File: config.mk
export PLATFORM = sky130hd
export DESIGN_NAME = lsq_ctrl
export DESIGN_NICKNAME = d
export VERILOG_FILES = /design/src/rtl/core/luma_stats_level_quantizer_assert.svh /design/src/rtl/core/lsq_pkg.sv /design/src/rtl/core/lsq_ctrl.sv
export SDC_FILE = /design/constraint.sdc
export NUM_CORES = 1
export LEC_CHECK = 0
export BUFFER_PORTS_ARGS = -buffer_cell sky130_fd_sc_hd__buf_4
export CAP_MARGIN = 25
export CORE_UTILIZATION = 33
export DETAILED_ROUTE_END_ITERATION = 8
export GPL_TIMING_DRIVEN = 0
export PLACE_DENSITY = 0.67
export SYNTH_ARGS = -nofsm -noshare
export SYNTH_HDL_FRONTEND = slang
export SYNTH_SLANG_ARGS = --single-unit
File: constraint.sdc
create_clock -name clk -period 2.5 [get_ports clk]
set_input_delay 0.25 -clock clk [delete_from_list [all_inputs] [get_ports clk]]
set_output_delay 0.25 -clock clk [all_outputs]
set_load 0.1 [all_outputs]
File: src/rtl/core/luma_stats_level_quantizer_assert.svh
// assertion macros for the luma statistics block
`ifndef LUMA_STATS_LEVEL_QUANTIZER_ASSERT_SVH
`define LUMA_STATS_LEVEL_QUANTIZER_ASSERT_SVH
`ifndef NO_ASSERTIONS
`define LSQ_ASSERT_NOW(lbl, ante, cons) \
  lbl: assert property (@(posedge clk) disable iff (!rst_n) (ante) |-> (cons)) \
    else $error("lsq check failed");
`define LSQ_ASSERT_NEXT(lbl, ante, cons) \
  lbl: assert property (@(posedge clk) disable iff (!rst_n) (ante) |=> (cons)) \
    else $error("lsq check failed");
`else
`define LSQ_ASSERT_NOW(lbl, ante, cons)
`define LSQ_ASSERT_NEXT(lbl, ante, cons)
`endif
`endif

File: src/rtl/core/lsq_pkg.sv
`default_nettype none
package lsq_pkg;
  localparam int MAX_PIXELS = 65536;
  localparam int LEVELS     = 6;
  localparam int ADDR_W     = (MAX_PIXELS > 1) ? $clog2(MAX_PIXELS) : 1;
  localparam int POS_W      = $clog2(MAX_PIXELS + 1);
  localparam int LUMA_W     = 16;
  localparam int DIM_W      = 9;
  localparam int SUM_W      = LUMA_W + ADDR_W;
  localparam int DEV_W      = 2 * LUMA_W + ADDR_W;
  localparam int VAR_W      = 2 * LUMA_W;
  localparam int LVL_W      = 4;
  localparam int CNT_W      = 17;
  localparam int NET_W      = 32;
  localparam int IDX_W      = 16;
  localparam int CH_W       = 16;

  localparam logic [15:0] COEF_R = 16'd19588;
  localparam logic [15:0] COEF_G = 16'd38443;
  localparam logic [15:0] COEF_B = 16'd7504;
  localparam logic [14:0] QROOT_CENTI = 15'd20725;
  localparam logic [DIM_W-1:0] DIM_RESET = 9'd256;

  typedef enum logic {CMD_LOAD = 1'b0, CMD_LEVEL = 1'b1} cmd_code_t;
  typedef enum logic {CFG_WIDTH = 1'b0, CFG_HEIGHT = 1'b1} cfg_code_t;
  typedef enum logic [1:0] {DIV_MEAN, DIV_VAR, DIV_INDEX} div_sel_t;

  typedef struct packed {
    logic     capture;
    logic     load_wr;
    logic     load_last;
    logic     stats_clr;
    logic     walk_rst;
    logic     walk_step;
    logic     acc_sum;
    logic     acc_dev;
    logic     div_go;
    div_sel_t div_sel;
    logic     mean_ld;
    logic     sqrt_go;
    logic     sd_ld;
    logic     lv_pos;
    logic     emit_stats;
    logic     emit_level;
  } lsq_cmd_t;

  typedef struct packed {
    logic walk_done;
    logic n_zero;
    logic div_done;
    logic sqrt_done;
  } lsq_status_t;
endpackage
`default_nettype wire

File: src/rtl/core/lsq_ctrl.sv
`default_nettype none
module lsq_ctrl (
  input  logic                 clk,
  input  logic                 rst_n,
  input  logic                 start,
  input  logic                 in_cmd,
  input  logic                 in_last,
  input  lsq_pkg::lsq_status_t status,
  output lsq_pkg::lsq_cmd_t    ctl,
  output logic                 busy,
  output logic                 out_valid
);
  typedef enum logic [3:0] {
    S_IDLE, S_LOAD, S_WCHK, S_WWAIT, S_WACC, S_MDIV, S_VDIV, S_ROOT,
    S_STATS, S_LVGO, S_LVDIV, S_LVWAIT, S_LVOUT
  } state_t;

  state_t     state_r, state_nxt;
  logic       phase_r;
  logic       last_r;
  logic [1:0] wcnt_r;
  logic       busy_r;
  logic       out_valid_r;

  always_comb begin
    state_nxt = state_r;
    ctl       = '0;
    unique case (state_r)
      S_IDLE: begin
        if (start) begin
          ctl.capture = 1'b1;
          state_nxt = (lsq_pkg::cmd_code_t'(in_cmd) == lsq_pkg::CMD_LOAD) ? S_LOAD : S_LVGO;
        end
      end
      S_LOAD: begin
        ctl.load_wr   = 1'b1;
        ctl.load_last = last_r;
        if (last_r) begin
          ctl.stats_clr = 1'b1;
          ctl.walk_rst  = 1'b1;
          state_nxt = S_WCHK;
        end else begin
          state_nxt = S_IDLE;
        end
      end
      S_WCHK: begin
        if (status.walk_done) begin
          if (phase_r) begin
            ctl.div_go  = 1'b1;
            ctl.div_sel = lsq_pkg::DIV_VAR;
            state_nxt = S_VDIV;
          end else if (status.n_zero) begin
            state_nxt = S_STATS;
          end else begin
            ctl.div_go  = 1'b1;
            ctl.div_sel = lsq_pkg::DIV_MEAN;
            state_nxt = S_MDIV;
          end
        end else begin
          state_nxt = S_WWAIT;
        end
      end
      // store read and disk test settle
      S_WWAIT: begin
        if (wcnt_r == 2'd1) state_nxt = S_WACC;
      end
      S_WACC: begin
        ctl.acc_sum   = !phase_r;
        ctl.acc_dev   = phase_r;
        ctl.walk_step = 1'b1;
        state_nxt = S_WCHK;
      end
      S_MDIV: begin
        ctl.div_sel = lsq_pkg::DIV_MEAN;
        if (status.div_done) begin
          ctl.mean_ld  = 1'b1;
          ctl.walk_rst = 1'b1;
          state_nxt = S_WCHK;
        end
      end
      S_VDIV: begin
        ctl.div_sel = lsq_pkg::DIV_VAR;
        if (status.div_done) begin
          ctl.sqrt_go = 1'b1;
          state_nxt = S_ROOT;
        end
      end
      S_ROOT: begin
        if (status.sqrt_done) begin
          ctl.sd_ld = 1'b1;
          state_nxt = S_STATS;
        end
      end
      S_STATS: begin
        ctl.emit_stats = 1'b1;
        state_nxt = S_IDLE;
      end
      S_LVGO: begin
        ctl.div_go  = 1'b1;
        ctl.div_sel = lsq_pkg::DIV_INDEX;
        state_nxt = S_LVDIV;
      end
      S_LVDIV: begin
        ctl.div_sel = lsq_pkg::DIV_INDEX;
        if (status.div_done) begin
          ctl.lv_pos = 1'b1;
          state_nxt = S_LVWAIT;
        end
      end
      S_LVWAIT: begin
        if (wcnt_r == 2'd2) state_nxt = S_LVOUT;
      end
      S_LVOUT: begin
        ctl.emit_level = 1'b1;
        state_nxt = S_IDLE;
      end
      default: state_nxt = S_IDLE;
    endcase
  end

  always_ff @(posedge clk) begin
    if (!rst_n) begin
      state_r     <= S_IDLE;
      phase_r     <= 1'b0;
      last_r      <= 1'b0;
      wcnt_r      <= '0;
      busy_r      <= 1'b0;
      out_valid_r <= 1'b0;
    end else begin
      state_r     <= state_nxt;
      busy_r      <= (state_nxt != S_IDLE);
      out_valid_r <= ctl.emit_stats | ctl.emit_level;
      wcnt_r      <= (state_nxt != state_r) ? 2'd0 : wcnt_r + 1'b1;
      if (ctl.capture) last_r <= in_last;
      if (ctl.stats_clr) phase_r <= 1'b0;
      else if (ctl.mean_ld) phase_r <= 1'b1;
    end
  end

  assign busy      = busy_r;
  assign out_valid = out_valid_r;
endmodule
`default_nettype wire

* After elaboration in Yosys (flattened, before gate mapping)
Cells that the tools add are included.
** Storage, ports and cells
- Register bits after elaboration :: 10
- Bits of input ports :: 9
- Output and inout port bits :: 19
- Logic and storage cells :: 62
** Cells by class
- $add $sub $neg :: 1
- Equal/unequal tests :: 15
- Muxes and demuxes :: 32
- Bitwise operators :: 2
- Reduce and logical (&&, ||, !) cells :: 6
** Operator list (number)
- two-way mux 4 bit :: 11
- one-hot mux 4 bit (11 select lines) :: 1
- equality test 4 bit, second input constant :: 5
- equality test 4 x 3 -> 1 bit, second input constant :: 4
- two-way mux 3 bit :: 5
- two-way mux 1 bit :: 10
- equality test 4 x 2 -> 1 bit, second input constant :: 2
- one-hot mux 2 bit (3 select lines) :: 1
- OR reduction 2 bit :: 3
- equality test 4 x 1 -> 1 bit, second input constant :: 1
- logical NOT 4 bit :: 1
- two-way mux 2 bit :: 2
- inequality test 4 bit :: 1
- one-hot mux 1 bit (2 select lines) :: 2
- nonzero test 4 bit :: 1
- adder 2 x 1 -> 2 bit, second input constant :: 1
- equality test 2 x 1 -> 1 bit, second input constant :: 1
- equality test 2 bit, second input constant :: 1
- logical NOT 1 bit :: 1
- NOT 1 bit :: 1
- bitwise OR 1 bit :: 1

* Longest topological paths before layout
- Depth in word-level cells :: 6
- Gate-level depth with buffers :: 7
- Mapped depth without buffers :: 7

* Worst setup path before layout
Ideal clock, no wire load.
- Path kind :: register to output
- Start :: reg state_r[3]
- End :: out ctl[14] (netlist bit)
- Data arrival time :: 4.144 ns
- Slack :: -1.894 ns
- Stages on the path, launching flop included :: 7
- Buffers on the path :: 3
- Cell sequence :: dfxtp_1 buf_4 clkbuf_1 nor3_1 nand2_1 inv_1 buf_4
** RTL lines
- from (decl) :: RTL line lsq_ctrl.sv:18 : state_t state_r, state_nxt;
- from (signal assigned) :: RTL line lsq_ctrl.sv:130 : state_r <= state_nxt;
- to (decl) :: RTL line lsq_ctrl.sv:9 : output lsq_pkg::lsq_cmd_t ctl,

==> flow_metrics.tcl <==
set metrics [dict create \
    clkLatencyLatePin_ps 270 \
    antenna_found_initial 0 \
    timing.final.max_slew_violations 0 \
    via_per_inst 5.49 \
    async_reset_ff_share_pct 0 \
    critPathBufInv 5 \
    drv_cap 0 \
    synth-warning-count 0 \
    numPortBuffers 27 \
    avgSynthCellArea_um2 7.51 \
    min_to "last_r" \
    syn_nets 127 \
    p_total_mw 0.560 \
    netlist_area_um2 871 \
    critPathLaunchType "register" \
    cts_buffer_depth 2 \
    drt_iter0_markers 38 \
    setup_ws_ps 321 \
    multi_input_area_um2 612 \
    clk_transition_reported_paths_ps 70 \
    min_path_cells 3 \
    rows 18 \
    drive_above_1_share_pct 30.6 \
    relSlewSlack_pct 64.3 \
    coreArea_um2 2480 \
    synth_cell_type_count 43 \
    cts_setup_buffers 0 \
    cts_root_buf "clkbuf_4" \
    numClockSinks 10 \
    power_leakage_nw 0.527 \
    final.period_utilization_pct 87.2 \
    status "finished clean" \
    synth_common_cells "dfxtp_1 (10), inv_1 (10), nor3_1 (9)" \
    synth_edf_count 0 \
    hold_violations 0 \
    path_depth 7 \
    nNetsFinal 159 \
    critical_path.max_fanout 10 \
    ys_top_cells_by_area "dfxtp_1 (23%), nor3_1 (5.2%), inv_1 (4.3%)" \
    start_util_pct 35.2 \
    grt_pass1_wl_um 3890 \
    fin_tns_setup_ps 0 \
    dp_slack_ps 445 \
    setup_violations 0 \
    critPathRequiredTime_ps 2250 \
    r2r_cells 7 \
    grt_pass1_vias 872 \
    diodes 0 \
    fin_skew_ps 5.20 \
    grt_use_total_pct 18.8 \
    numCtsBuffers 3 \
    power_density_nw_per_um2 472 \
    wl_per_cell_um 13.6 \
    r2r_start "wcnt_r[0]" \
    die_x_um 53.4 \
    cts_resized 0 \
    hp-start "in_last" \
    tightest_slew_ps 528 \
    seqCellArea_um2 200 \
    routed_wl_um 2400 \
    max_freq_mhz 459 \
    end_kind "primary output" \
    dieHeight_um 53.4 \
    ys_seq_elements 10 \
    die-area_um2 2850 \
    grt_remaining_overflow 0 \
    hp-class "in -> reg" \
    period_needed_ps 2180 \
    h-tree-depth 1 \
    crit_path_frequent_cell "buf_4" \
    reg2reg_to "wcnt_r[1]" \
    routabilityCongestion 0.886 \
    syn_to_final_growth_pct 36.2 \
    vias 972 \
    worst_ep_arrival_time_ps 1930 \
    drc 0 \
    vdd_drop_max_v 0.000362 \
    cp_slowest_stage_delay_ps 410 \
    cp_slowest_cell "clkbuf_1" \
    hpwl_um 1850 \
    postCtsHoldBufs 0 \
    tritoncts "yes" \
    seq_area_frac_synth_pct 23.0 \
    ant_nets 0 \
    fill_cells 264 \
    reg2reg_slack_ps 460 \
    crit_chain "buf_4, clkbuf_1, nor3_4, nand2_1, clkinvlp_4, buf_4, buf_4" \
    cp_top_family "buffers and inverters" \
    postSynthCellCount 116 \
    path_class "reg -> out" \
    synth_top_area_share_pct 23.0 \
    grt_start_max_net_pins 11 \
    rsz0062_at_grt "no" \
    ios 28 \
    synth_top_flop_cell "dfxtp_1" \
    synth_top_area_cell "dfxtp_1" \
    dr.pass1.iters 4 \
]
## metal layers
metal | vias to the layer above | global-route usage (%) | part of all wire, % | routed length (um)
met1 | 459 | 23.9 | 46 | 1100
li1 | 482 | - | - | -
met4 | 0 | 7.46 | 1.0 | 25
met5 | - | 0 | 0 | 0
met3 | 4 | 2.59 | 3.2 | 77
met2 | 27 | 31.5 | 50 | 1210
## where the power goes
group          internal, mW  leakage, nW  switching [mW]  total (mW)
combinational        0.0704        0.424           0.162       0.232
sequential            0.171       0.0817          0.0111       0.183
clock                0.0884       0.0210          0.0570       0.145
## per-stage QoR
step                      instances  cell area [um^2]  utilization (%)  hold WS (ps)
final                           177              1190             47.9           251
after global routing            177              1190             47.9           266
after CTS                       177              1190             47.9           258
after global placement          173              1150             46.4           445
after detailed placement        173              1150             46.4           451
after floorplan                 116               910                -           368
## cell families (layout without fill, tap and decap cells)
kind of cell               after synthesis  after routing  synth area share [%]
adders and majority gates                2              2                  2.87
AOI/OAI and AO/OA                       29             29                  24.4
xor gates and xnor gates                 1              1                  1.01
DFF                                     10             10                  23.0
and+or+nand+nor                         50             50                  33.2
buffers and inverters                   20             51                  10.8
muxes                                    4              4                  4.74
## flip-flops by register name, indices dropped and copies added, names as in the netlist
signal and cells:
phase_r 1, wcnt_r 2, busy 1, out_valid 1
state_r 4, last_r 1
## area by class of cell
cell class              count  share of cell area, %
well taps                  30                   3.16
multi-input cells          86                   51.6
repair buffers             27                   17.1
plain buffers              10                   4.75
clock buffers               4                   3.06
inverters                  10                   3.48
flip-flops and latches     10                   16.9
## placed cells by master (no fill, tap or decap), drive strengths merged, types with 5 or more instances in the layout
master / count
nor2: 7
a21oi: 5
dfxtp: 10
nor3: 9
clkbuf: 8
buf: 33
nand2b: 5
inv: 9
o21ai: 7
## how the worst max path moves through the flow
stage	start	end	slack [ps]
floorplan	state_r[3]	ctl[12]	-530
global placement	wcnt_r[0]	wcnt_r[0]	490
finish	state_r[3]	ctl[14]	320
global route	state_r[3]	ctl[14]	140
CTS	state_r[3]	ctl[14]	300
detailed placement	wcnt_r[0]	wcnt_r[1]	450
## tightest hold or removal path, stage by stage
cell and delay (ps):
buf_4 80, mux2i_1 60, nor2b_1 100
No activity file was read; power rests on OpenSTA's default activity.
